<file path="src/rtl/mdd_pkg.sv">
`default_nettype none
// ----------------------------------------------------------------------------
// mdd_pkg: shared definitions for the multiplexed decimal display
// Widths, digit count, display result type and the seven-segment glyph table.
// ----------------------------------------------------------------------------
package mdd_pkg;

    localparam int VALUE_WIDTH  = 17;
    localparam int DIGIT_COUNT  = 5;
    localparam int POS_WIDTH    = $clog2(DIGIT_COUNT + 1);
    localparam int EN_WIDTH     = 5;
    localparam int SEG_WIDTH    = 7;
    localparam int BCD_WIDTH    = 4;
    localparam int DOT_POSITION = 3;

    typedef logic [DIGIT_COUNT-1:0][BCD_WIDTH-1:0] digit_vec_t;

    typedef struct packed {
        logic [EN_WIDTH-1:0]  enable;
        logic [SEG_WIDTH-1:0] seg;
        logic                 dp;
    } display_t;

    function automatic longint unsigned pow10(input int k);
        longint unsigned acc;
        acc = 1;
        for (int i = 0; i < k; i++)
        begin
            acc = acc * 10;
        end
        return acc;
    endfunction

    function automatic logic [SEG_WIDTH-1:0] glyph(input logic [BCD_WIDTH-1:0] digit);
        logic [SEG_WIDTH-1:0] pattern;
        unique case (digit)
            4'd0:    pattern = 7'h3F;
            4'd1:    pattern = 7'h06;
            4'd2:    pattern = 7'h5B;
            4'd3:    pattern = 7'h4F;
            4'd4:    pattern = 7'h66;
            4'd5:    pattern = 7'h6D;
            4'd6:    pattern = 7'h7D;
            4'd7:    pattern = 7'h07;
            4'd8:    pattern = 7'h7F;
            4'd9:    pattern = 7'h6F;
            default: pattern = '0;
        endcase
        return pattern;
    endfunction

endpackage
`default_nettype wire

</file>
<file path="src/rtl/multiplexed_decimal_display.sv">
`default_nettype none
// ----------------------------------------------------------------------------
// multiplexed_decimal_display: multiplexed seven-segment display driver
// Each item is one refresh tick; the block shows one digit of the value per
// tick and steps its digit position after every item.
// ----------------------------------------------------------------------------
//  Channel | Handshake                 | Fields
//  --------+---------------------------+----------------------------------------
//  in      | in_valid / in_stall       | value[16:0], dot
//  out     | out_valid / out_stall     | digit_enable[4:0], segments[6:0],
//          |                           | decimal_point
//
//  An item is accepted in every cycle while in_stall is low; it passes
//  through the input register and then the result register.
//  The two register stages hold each item; the digit split and the glyph
//  lookup sit between them as combinational logic.
//  Reset clears the digit position to idle and empties both registers.
//  A stall at the output backs up through the input register to in_stall.
// ----------------------------------------------------------------------------
module multiplexed_decimal_display
    import mdd_pkg::*;
(
    input  wire logic                   clk,
    input  wire logic                   rst_n,
    input  wire logic                   in_valid,
    output logic                        in_stall,
    input  wire logic [VALUE_WIDTH-1:0] value,
    input  wire logic                   dot,
    output logic                        out_valid,
    input  wire logic                   out_stall,
    output logic [EN_WIDTH-1:0]         digit_enable,
    output logic [SEG_WIDTH-1:0]        segments,
    output logic                        decimal_point
);

    logic [POS_WIDTH-1:0]   pos_reg;
    logic [POS_WIDTH-1:0]   pos_next;
    logic                   s1_valid_reg;
    logic [VALUE_WIDTH-1:0] s1_value_reg;
    logic                   s1_dot_reg;
    logic [POS_WIDTH-1:0]   s1_pos_reg;
    logic                   out_valid_reg;
    display_t               out_reg;

    digit_vec_t             digits;
    display_t               disp;
    logic                   in_accept;
    logic                   s2_load;

    assign s2_load   = s1_valid_reg && (!out_valid_reg || !out_stall);
    assign in_stall  = s1_valid_reg && !s2_load;
    assign in_accept = in_valid && !in_stall;

    assign pos_next = (int'(pos_reg) >= DIGIT_COUNT) ? POS_WIDTH'(1) : pos_reg + POS_WIDTH'(1);

    always_ff @(posedge clk or negedge rst_n)
    begin
        if (!rst_n)
        begin
            pos_reg       <= '0;
            s1_valid_reg  <= 1'b0;
            out_valid_reg <= 1'b0;
        end
        else
        begin
            if (in_accept)
            begin
                pos_reg <= pos_next;
            end
            if (in_accept)
            begin
                s1_valid_reg <= 1'b1;
            end
            else if (s2_load)
            begin
                s1_valid_reg <= 1'b0;
            end
            if (s2_load)
            begin
                out_valid_reg <= 1'b1;
            end
            else if (!out_stall)
            begin
                out_valid_reg <= 1'b0;
            end
        end
    end

    always_ff @(posedge clk)
    begin
        if (in_accept)
        begin
            s1_value_reg <= value;
            s1_dot_reg   <= dot;
            s1_pos_reg   <= pos_reg;
        end
        if (s2_load)
        begin
            out_reg <= disp;
        end
    end

    mdd_digit_split u_split (
        .value  (s1_value_reg),
        .digits (digits)
    );

    mdd_glyph_select u_select (
        .digits (digits),
        .pos    (s1_pos_reg),
        .dot    (s1_dot_reg),
        .disp   (disp)
    );

    assign out_valid     = out_valid_reg;
    assign digit_enable  = out_reg.enable;
    assign segments      = out_reg.seg;
    assign decimal_point = out_reg.dp;

`ifndef SYNTHESIS
    a_pos_range: assert property (@(posedge clk) disable iff (!rst_n)
        int'(pos_reg) <= DIGIT_COUNT)
        else $error("digit position out of range");

    a_enable_onehot: assert property (@(posedge clk) disable iff (!rst_n)
        out_valid |-> $onehot0(digit_enable))
        else $error("more than one digit enabled");

    a_enable_has_glyph: assert property (@(posedge clk) disable iff (!rst_n)
        (out_valid && (digit_enable != '0)) |-> (segments != '0))
        else $error("enabled digit without a segment pattern");

    a_no_overrun: assert property (@(posedge clk) disable iff (!rst_n)
        in_accept |-> !(s1_valid_reg && out_valid_reg && out_stall))
        else $error("item accepted into a full pipeline");
`endif

endmodule
`default_nettype wire

</file>
<file path="src/rtl/mdd_digit_split.sv">
`default_nettype none
// ----------------------------------------------------------------------------
// mdd_digit_split: decimal digit extraction
// Splits the value into its low five decimal digits, most significant first,
// using one constant reciprocal multiplier per power of ten.
// ----------------------------------------------------------------------------
module mdd_digit_split
    import mdd_pkg::*;
(
    input  wire logic [VALUE_WIDTH-1:0] value,
    output digit_vec_t                  digits
);

    logic [DIGIT_COUNT:0][VALUE_WIDTH-1:0] quot;

    // The reciprocal is rounded up with enough fraction bits that the
    // quotient is exact over the whole input range.
    for (genvar k = 0; k <= DIGIT_COUNT; k++)
    begin : g_quot
        localparam longint unsigned DIV   = pow10(k);
        localparam int              SHIFT = VALUE_WIDTH + $clog2(DIV);
        localparam longint unsigned RECIP = ((64'd1 << SHIFT) + DIV - 64'd1) / DIV;
        localparam int              MW    = $clog2(RECIP + 64'd1);
        localparam int              PW    = VALUE_WIDTH + MW;

        logic [PW-1:0] prod;

        assign prod    = PW'(value) * PW'(RECIP);
        assign quot[k] = VALUE_WIDTH'(prod >> SHIFT);
    end

    for (genvar k = 0; k < DIGIT_COUNT; k++)
    begin : g_digit
        logic [VALUE_WIDTH-1:0] rem;

        assign rem = quot[k] - (quot[k+1] << 3) - (quot[k+1] << 1);
        assign digits[DIGIT_COUNT-1-k] = rem[BCD_WIDTH-1:0];
    end

endmodule
`default_nettype wire

</file>
<file path="src/rtl/mdd_glyph_select.sv">
`default_nettype none
// ----------------------------------------------------------------------------
// mdd_glyph_select: digit selection and segment drive
// Picks the digit at the current position, applies leading zero blanking and
// forms the enable, segment pattern and decimal point.
// ----------------------------------------------------------------------------
module mdd_glyph_select
    import mdd_pkg::*;
(
    input  wire digit_vec_t           digits,
    input  wire logic [POS_WIDTH-1:0] pos,
    input  wire logic                 dot,
    output display_t                  disp
);

    logic [BCD_WIDTH-1:0] sel_digit;
    logic                 active;
    logic                 lit;

    always_comb
    begin
        sel_digit = '0;
        active    = (pos != '0) && (int'(pos) <= DIGIT_COUNT);
        lit       = (int'(pos) == DIGIT_COUNT);
        for (int i = 0; i < DIGIT_COUNT; i++)
        begin
            if (int'(pos) == i + 1)
            begin
                sel_digit = digits[i];
            end
            if ((i + 1 <= int'(pos)) && (digits[i] != '0))
            begin
                lit = 1'b1;
            end
        end
    end

    always_comb
    begin
        disp = '0;
        if (active)
        begin
            for (int i = 0; i < EN_WIDTH; i++)
            begin
                disp.enable[i] = lit && (int'(pos) == i + 1);
            end
            disp.seg = glyph(sel_digit);
            disp.dp  = dot && (int'(pos) == DOT_POSITION);
        end
    end

endmodule
`default_nettype wire
</file>
<file path="config.mk">
export PLATFORM = sky130hd
export DESIGN_NAME = multiplexed_decimal_display
export DESIGN_NICKNAME = d
export VERILOG_FILES = /design/src/rtl/mdd_pkg.sv /design/src/rtl/multiplexed_decimal_display.sv /design/src/rtl/mdd_digit_split.sv /design/src/rtl/mdd_glyph_select.sv
export SDC_FILE = /design/constraint.sdc
export NUM_CORES = 1
export LEC_CHECK = 0
export BUFFER_PORTS_ARGS = -buffer_cell sky130_fd_sc_hd__buf_2
export CAP_MARGIN = 25
export CORE_MARGIN = 10
export CORE_UTILIZATION = 45
export CTS_BUF_LIST = sky130_fd_sc_hd__clkbuf_8
export CTS_CLUSTER_DIAMETER = 40
export DETAILED_ROUTE_END_ITERATION = 6
export SLEW_MARGIN = 20
export SYNTH_ARGS = -nofsm -noshare
export SYNTH_HDL_FRONTEND = slang
export SYNTH_SLANG_ARGS = --single-unit
</file>
<file path="constraint.sdc">
create_clock -name clk -period 19.42 [get_ports clk]
set_input_delay 1.942 -clock clk [delete_from_list [all_inputs] [get_ports clk]]
set_output_delay 1.942 -clock clk [all_outputs]
set_load 0.02 [all_outputs]
</file>
==> results.md, run 1 <==
- Core Rows: 79
- First-pass GRT wire length: 93100 µm
- Boundary pin count: 37
- Initial Utilization: 45.8%
- # clock sinks: 39
- Placer Congestion: 0.933
- Chip Width: 238 µm
- Asr flop ratio synth: 12.8%
- Top delay family on crit path: adder cells
- Core Util, Final: 48.3%
- Yosys warnings: 0
- RSZ-0062 raised after global routing: false
- R2R Setup Slk: slightly above 10 ns
- Min Tclk post-route: 9.32 ns
- # fillers: 4399
- Vias in the first global route: 16200
- Core area: 0.0469 mm²
- CP Class: reg2reg
- Hold Path Sink: out_valid
- Outcome: finished clean
- Reg2Reg Depth: 31
- CTS Buf Count: 5
- Hold path startpoint: s1_valid_reg
- CP most frequent cell: inv_1
- Worst slew pin tran: between 1 and 1.5 ns
- Total wire length: 59500 µm
- Drt drc: 0
- Post-DRT Antenna Nets: 0
- HP Class: reg2reg
- Post-CTS sizing: 0
- Dpl hpwl: 50900 µm
- Via count: 14700
- Worst Skew: ~0.012 ns
- Startpoint types: flip-flop
- CTS tree: yes
- Area grow syn2layout: 5.46%
- Final Slew Violations: 0
- Final setup viols: 0
- Hold path cells: 1
- CTS HTree Levels: 2
- FF-to-FF Start: s1_value_reg[2]
- Max-Cap Viols: 0
- # Post-CTS Setup Buffers: 0
- GR Overflow Total: 0
- Leading cell type in the layout, fill and taps excluded: inv_1
- Die Ht: 238 µm
- Post-Syn Nets: roughly 3000
- Gate Count Post-Synth: 2116
- GRT Util Overall: 21.7%
- Ant diodes: 0
- Max Root-Sink Buffers: 2
- Post-synth EDFFs: 34
- Layout cells sized above 1: 4.32%
- Slew headroom: a little over a quarter
- Req. time, crit path: 19.57 ns
- Crit path buf inv count: 7
- Initial antenna violation count: 0
- Distinct cell type count after synthesis: 80
- Post-Place Cells: 2776
- Slowest-stage cell, CP: fa_1
- Final hold vios: 0
- Non-Filler Instances: 2784
- Die area: about 0.057 mm²
- Post-synthesis cell area: between 0.02 and 0.025 mm²
- Worst Path Max Fanout: 9
- Crit end category: flip-flop
- Nets: 3133
- Crit path largest cell delay: 0.67 ns
- Post-synth top flop: edfxtp_1
- WL/cell: 21.4 µm
- CP Data Arrival Time: 9.47 ns
- Setup_tns: 0 ns
- Worst slack, placed: 10.25 ns
- IO buf count: 36
- Reg area: 0.00115 mm²
- CTS Root Cell: clkbuf_8
- FMAX: 107 MHz
- Total iterations of the first detailed-routing run: 5
- Area taken by multi-input logic gates: ~0.018 mm²
- RR Endpoint: segments[3]
- Largest net degree at the start of global routing: 25
- PnR worst setup slack: 10.10 ns
- DRT iter0 DRCs: 959
- Average size of a mapped cell: about 10 µm²
- Clk slew on worst S/H paths: 0.07 ns
- Seq/Total Area, Yosys: 5.34%
- Worst-Skew Late Latency: 0.30 ns
- Most frequent cells in the layout: inv_1, ha_1, fa_1
- # hold bufs at CTS: 0
- DR vias/cell: 5.28
- FF+latch count, synth: 39
- Period utilization: 48.0%
- Max reg flops: 17
## how the worst max path moves through the flow
| stage | start | end | cells past startpoint |
|---|---|---|---|
| global route | s1_value_reg[2] | segments[5] | 31 |
| finish | s1_value_reg[2] | segments[3] | 31 |
| detailed placement | s1_value_reg[2] | segments[4] | 32 |
| CTS | s1_value_reg[2] | segments[4] | 32 |
| floorplan | s1_value_reg[15] | segments[4] | 30 |
| global placement | s1_value_reg[2] | segments[4] | 31 |
## cell usage after synthesis (6+ instances only)
master / n / area, µm²
inv_1: 708 / 2660
ha_1: 517 / 6470
fa_1: 418 / 8370
a21oi_1: 55 / 275
nand2_1: 43 / 161
xnor2_1: 37 / 324
edfxtp_1: 34 / 1020
nand3_1: 33 / 165
nor2_1: 31 / 116
o21ai_0: 27 / 135
xor2_1: 17 / 149
a21o_1: 15 / 113
o211ai_1: 15 / 113
a211oi_1: 12 / 90.1
nor3_1: 11 / 55.1
nand4_1: 10 / 62.6
and3_1: 7 / 43.8
a211o_1: 6 / 52.6
a31oi_1: 6 / 37.5
and2_1: 6 / 37.5
## per-stage QoR
stage          area [µm²]  hold WS [ns]
4_1_cts             22700         0.496
6_report            22700         0.487
3_3_place_gp        22600         0.452
5_1_grt             22700         0.518
3_5_place_dp        22600         0.480
2_1_floorplan       21500         0.442
## kinds of logic (layout without fill, tap and decap cells)
family                   count (synthesis)  after routing  share of synthesized area (%)
adder cells (fa/ha/maj)                935            935                           69.1
buffers and inverters                  714            775                           12.5
AO/OA/AOI/OAI                          188            188                           6.01
AND/OR/NAND/NOR                        177            177                           4.33
XOR/XNOR                                56             56                           2.41
flip-flops                              39             39                           5.34
multiplexers                             7              7                          0.344
## layout make-up
class / count / area share, %
multi-input cells: 1363 / 77.9
inverters: 709 / 11.7
flip-flops and latches: 39 / 5.06
well taps: 607 / 3.35
repair buffers: 58 / 1.52
clock buffers: 5 / 0.304
clock inverters: 3 / 0.0718
## routing by layer
metal / up-vias / wire [µm] / track usage [%]
li1: 6728 / - / -
met3: 86 / 2940 / 1.90
met5: - / 0 / 0
met4: 0 / 1790 / 6.08
met1: 7549 / 25000 / 27.5
met2: 346 / 29700 / 38.6
## worst reg2reg max path: cells and delay by family (launching register included)
kind	cells	cell delay [ns]
simple gates	2	0.28
compound gates	7	2.25
fa+ha+maj	8	3.50
xor+xnor	7	1.45
flops	1	0.65
buf+inv	7	1.03
Power of run 1 is not shown: default switching activity piles up to over one toggle a cycle in this logic, so the estimate is an artifact.
==> run 2, diff against run 1 <==
==> constraint.sdc (replaced) <==
create_clock -name clk -period 8.9 [get_ports clk]
set_input_delay 0.89 -clock clk [delete_from_list [all_inputs] [get_ports clk]]
set_output_delay 0.89 -clock clk [all_outputs]
set_load 0.02 [all_outputs]
==> results.md, run 2 (same netlist as run 1, synthesis figures left out) <==
- Worst slew pin tran: 0.741 ns (-0.348 ns)
- WL/cell: 22.5 µm (+5.6%)
- RR Endpoint: segments[2]
- CTS Root Cell: clkbuf_8
- Drt drc: 0 (unchanged)
- Clk slew on worst S/H paths: 0.10 ns (+0.03 ns)
- # clock sinks: 39 (unchanged)
- Layout cells sized above 1: 6.27% (+1.9 points)
- # Post-CTS Setup Buffers: 0 (unchanged)
- FF-to-FF Start: s1_value_reg[5]
- Crit path largest cell delay: 0.76 ns (+0.09 ns)
- Ant diodes: 0 (unchanged)
- GRT Util Overall: 23.1% (+1.5 points)
- Slew headroom: 50.6% (+24 points)
- Startpoint types: flip-flop
- Req. time, crit path: 9.08 ns (-10.49 ns)
- Setup_tns: 0 ns (unchanged)
- Total iterations of the first detailed-routing run: 5 (unchanged)
- R2R Setup Slk: 0.42 ns (-9.68 ns)
- Worst Path Max Fanout: 9 (unchanged)
- Total wire length: 63700 µm (+7.1%)
- Initial antenna violation count: 2 (+2)
- Final setup viols: 0 (unchanged)
- IO buf count: 36 (unchanged)
- # hold bufs at CTS: 0 (unchanged)
- Worst Skew: 0.0241 ns (+0.0119 ns)
- CP most frequent cell: xnor2_1
- Nets: 3174 (+1.3%)
- Boundary pin count: 37 (unchanged)
- CTS Buf Count: 5 (unchanged)
- Initial Utilization: 45.8% (unchanged)
- HP Class: in2async
- Final hold vios: 0 (unchanged)
- Placer Congestion: 0.958 (+2.7%)
- FMAX: 118 MHz (+9.9%)
- CP Data Arrival Time: 8.66 ns (-0.81 ns)
- Die area: 0.0569 mm² (unchanged)
- Most frequent cells in the layout: inv_1, ha_1, fa_1
- CP Class: reg2reg
- First-pass GRT wire length: 97900 µm (+5.2%)
- DR vias/cell: 5.30 (+0.27%)
- Reg2Reg Depth: 28 (-9.7%)
- Largest net degree at the start of global routing: 25 (unchanged)
- Chip Width: 238 µm (unchanged)
- RSZ-0062 raised after global routing: false
- Crit path buf inv count: 4 (-3)
- Post-DRT Antenna Nets: 0 (unchanged)
- Crit end category: flip-flop
- Min Tclk post-route: 8.48 ns (-0.840 ns)
- Via count: 15000 (+1.7%)
- Core Rows: 79 (unchanged)
- Non-Filler Instances: 2825 (+1.5%)
- Area grow syn2layout: 7.04%
- Post-Place Cells: 2817 (+1.5%)
- Top delay family on crit path: adder cells
- Dpl hpwl: 56200 µm (+10%)
- DRT iter0 DRCs: 1005 (+4.8%)
- Critical Path Start: s1_value_reg[5]
- Critical path depth: 28 (-9.7%)
- Crit path capture: segments[2]
- CTS tree: yes
- Final Slew Violations: 0 (unchanged)
- Period utilization: 95.3% (+47 points)
- GR Overflow Total: 0 (unchanged)
- Core area: 0.0469 mm² (unchanged)
- Max-Cap Viols: 0 (unchanged)
- CTS HTree Levels: 2 (unchanged)
- Max reg flops: 17 (unchanged)
- Worst-Skew Late Latency: 0.35 ns (+0.05 ns)
- Max Root-Sink Buffers: 2 (unchanged)
- Post-CTS sizing: 0 (unchanged)
- Leading cell type in the layout, fill and taps excluded: inv_1
- Vias in the first global route: 16400 (+0.78%)
- Outcome: finished clean
- Die Ht: 238 µm (unchanged)
- Slowest-stage cell, CP: fa_1
[run 2: cell types whose count changed in the layout (fill, tap and decap cells not counted), sizes merged]
cell    change
buf        +41
clkinv      +1
inv         -1
[run 2: per-layer routing]
| layer | part of all wire, % | track usage [%] | vias up |
|---|---|---|---|
| met4 | 2.3 | 5.03 | 2 |
| met2 | 48 | 39.1 | 428 |
| met5 | 0.020 | 0 | - |
| li1 | - | - | 6811 |
| met3 | 6.1 | 2.69 | 74 |
| met1 | 44 | 31.3 | 7651 |
[run 2: worst min path at each step]
stage                  from            to  depth (start not counted)
2_1_floorplan  s1_valid_reg     out_valid                          1
3_3_place_gp   s1_valid_reg     out_valid                          1
3_5_place_dp   s1_valid_reg     out_valid                          1
4_1_cts               rst_n  s1_valid_reg                          1
5_1_grt               rst_n  s1_valid_reg                          1
6_report              rst_n  s1_valid_reg                          1
[run 2: area by class of cell]
class	instances	area [µm²]
Timing Repair Buffer	99	653
Sequential cell	39	1150
Tap cell	607	759
Inverter	709	2660
Clock buffer	5	68.8
Multi-Input combinational cell	1363	17700
Fill cell	4422	23900
Clock inverter	3	25.0
[run 2: per-stage QoR]
stage	util, %	cell area, µm²	hold WS, ns	worst slack, ns
global placement	48.8	22900	0.446	0.294
CTS	49.0	23000	0.333	0.149
finish	49.1	23000	0.343	0.422
floorplan	-	21500	0.442	1.19
global route	49.1	23000	0.332	0.0234
detailed placement	48.8	22900	0.469	0.177
Power of run 2 is left out for the same reason.
==> run 3, diff against run 2 <==
--- a/config.mk
+++ b/config.mk
@@ -15,4 +15,5 @@
 export SLEW_MARGIN = 20
 export SYNTH_ARGS = -nofsm -noshare
 export SYNTH_HDL_FRONTEND = slang
+export SYNTH_HIERARCHICAL = 1
 export SYNTH_SLANG_ARGS = --single-unit
==> results.md, run 3 <==
- Leading area contributor after synthesis: fa_1
- DRT iter0 DRCs: 889 (-12%)
- Post-synthesis cell area: 0.0214 mm² (-0.33%)
- Post-DRT Antenna Nets: 0 (unchanged)
- Fin area: 0.0231 mm² (+0.34%)
- Final hold vios: 0 (unchanged)
- FMAX: 117 MHz (-0.54%)
- CTS Buf Count: 5 (unchanged)
- FF+latch count, synth: 39 (unchanged)
- HP Class: in2async
- Vias in the first global route: 15900 (-3.0%)
- Via count: 14900 (-0.75%)
- GR Overflow Total: 0 (unchanged)
- Worst slew pin tran: 1.05 ns (+0.313 ns)
- Final setup viols: 0 (unchanged)
- Crit path largest cell delay: 0.78 ns (+0.02 ns)
- CP Class: reg2reg
- Average size of a mapped cell: 10.3 µm² (+1.1%)
- Yosys warnings: 6 (+6)
- Area post-placement: 0.0228 mm² (-0.32%)
- CP most frequent cell: fa_1
- Outcome: finished clean
- Period utilization: 95.8% (+0.51 points)
- Most frequent cells in the layout: inv_1, ha_1, fa_1
- First-pass GRT wire length: 96700 µm (-1.3%)
- Core Rows: 79 (unchanged)
- IO buf count: 36 (unchanged)
- Initial antenna violation count: 2 (unchanged)
- Most frequent cells after synthesis: inv_1, ha_1, fa_1
- Top-count cell post-synth: inv_1
- Min Tclk post-route: 8.52 ns (+0.0457 ns)
- Post-Syn Nets: 3038 (-1.1%)
- DR vias/cell: 5.27 (-0.47%)
- Core Util, Final: 49.3% (+0.27 points)
- Crit end category: flip-flop
- Chip Width: 238 µm (-0.15%)
- Startpoint types: flip-flop
- Post-synth top flop: edfxtp_1
- Drt drc: 0 (unchanged)
- Seq/Total Area, Yosys: 5.35% (+0.018 points)
- GRT Util Overall: 22.8% (-0.40 points)
- Req. time, crit path: 8.97 ns (-0.11 ns)
- Max reg flops: 17 (unchanged)
- Post-synth EDFFs: 34 (unchanged)
- Synth top area cells: fa_1, ha_1, inv_1
- Die area: 0.0567 mm² (-0.31%)
- Largest net degree at the start of global routing: 25 (unchanged)
- CTS tree: yes
- WL/cell: 22.4 µm (-0.73%)
- Worst Path Max Fanout: 9 (unchanged)
- Nets: 3160 (-0.44%)
- Area grow syn2layout: 7.76%
- Boundary pin count: 37 (unchanged)
- Core area: 0.0468 mm² (-0.21%)
- Leading cell type in the layout, fill and taps excluded: inv_1
- Max-Cap Viols: 0 (unchanged)
- Die Ht: 238 µm (-0.15%)
- # hold bufs at CTS: 0 (unchanged)
- Max Root-Sink Buffers: 2 (unchanged)
- CTS HTree Levels: 2 (unchanged)
- CP Data Arrival Time: 8.60 ns (-0.06 ns)
- Asr flop ratio synth: 12.8% (unchanged)
- Layout cells sized above 1: 8.06% (+1.8 points)
- Distinct cell type count after synthesis: 73 (-8.8%)
- Total wire length: 63000 µm (-1.0%)
- Worst-Skew Late Latency: 0.34 ns (about the same)
- Dpl hpwl: 56000 µm (-0.45%)
- Slew headroom: 29.3% (-21 points)
- Slowest-stage cell, CP: fa_1
- Gate Count Post-Synth: 2086 (-1.4%)
- Post-synth top area share: 39.1% (+0.13 points)
- CTS Root Cell: clkbuf_8
- Total iterations of the first detailed-routing run: 5 (unchanged)
- # clock sinks: 39 (unchanged)
- Initial Utilization: 45.8% (-0.056 points)
- Clk slew on worst S/H paths: 0.12 ns (+0.02 ns)
- Placer Congestion: 0.965 (+0.70%)
- Worst Skew: 0.0263 ns (+0.00222 ns)
- Final Slew Violations: 0 (unchanged)
run 3: cell types whose count changed in the layout (fill, tap and decap cells not counted), moves of 6 or more:
cell,previous run,this run
nor2_1,31,38
o211ai_1,15,9
inv_1,708,686
nand3_1,33,19
o21ai_1,3,11
ha_1,515,507
a31oi_1,6,13
buf_4,63,85
a21oi_1,55,46
nand2_1,43,35
run 3: worst paths after layout:
path,end,depth (start not counted),startpoint,slack [ns]
worst max-delay path,segments[0],29,s1_value_reg[12],0.38
max in group asynchronous,pos_reg[0],1,rst_n,8.41
worst max register to register,segments[0],29,s1_value_reg[12],0.38
min in group clk,pos_reg[2],1,pos_reg[2],0.51
worst min-delay path,out_valid,1,rst_n,0.36
worst min register to register,pos_reg[2],1,pos_reg[2],0.51
run 3: per-layer routing:
metal  wire length (µm)  vias up  track usage, %
li1                   -     6784               -
met1              27700     7588            31.1
met2              30200      419            38.5
met3               3810       63            2.75
met4               1300        0            4.16
met5                  0        -               0
run 3: final cells by class:
| type | instances | area (µm²) |
|---|---|---|
| diodes | 1 | 2.50 |
| clock buffers | 5 | 68.8 |
| clock inverters | 3 | 23.8 |
| fillers | 4355 | 23700 |
| inverters | 690 | 2600 |
| multi-input cells | 1351 | 17700 |
| flip-flops and latches | 39 | 1150 |
| well taps | 607 | 759 |
| repair buffers | 121 | 818 |
run 3: logic make-up after synthesis:
| logic type | after synthesis | synth area share (%) |
|---|---|---|
| muxes | 10 | 0.503 |
| adders and majority gates | 930 | 69.0 |
| AOI/OAI and AO/OA | 195 | 6.51 |
| and+or+nand+nor | 162 | 3.90 |
| xor gates and xnor gates | 54 | 2.40 |
| DFF | 39 | 5.35 |
| buffers and inverters | 696 | 12.3 |
run 3: timing repair:
action / CTS / global route
buffers inserted: 0 / 19
gates resized for setup: 0 / 11
setup endpoints to repair: 0 / 10
run 3: worst max-delay path, delay by kind of cell (launching register included):
kind	cells	cell delay (ns)
buffers and inverters	3	0.34
multiplexers	2	0.46
XOR/XNOR	7	1.54
flip-flops	1	0.55
AO/OA/AOI/OAI	8	1.38
adder cells (fa/ha/maj)	8	3.87
AND/OR/NAND/NOR	1	0.09
run 3: stage by stage:
| step | instances | setup WS [ns] | setup TNS, ns | hold WS (ns) |
|---|---|---|---|---|
| 2_1_floorplan | 2086 | 1.06 | 0 | 0.461 |
| 4_1_cts | 2797 | 0.167 | 0 | 0.366 |
| 3_3_place_gp | 2788 | 0.309 | 0 | 0.475 |
| 6_report | 2817 | 0.376 | 0 | 0.364 |
| 3_5_place_dp | 2789 | 0.218 | 0 | 0.497 |
| 5_1_grt | 2816 | -0.0100 | -0.0100 | 0.359 |
Power of run 3 is left out for the same reason.
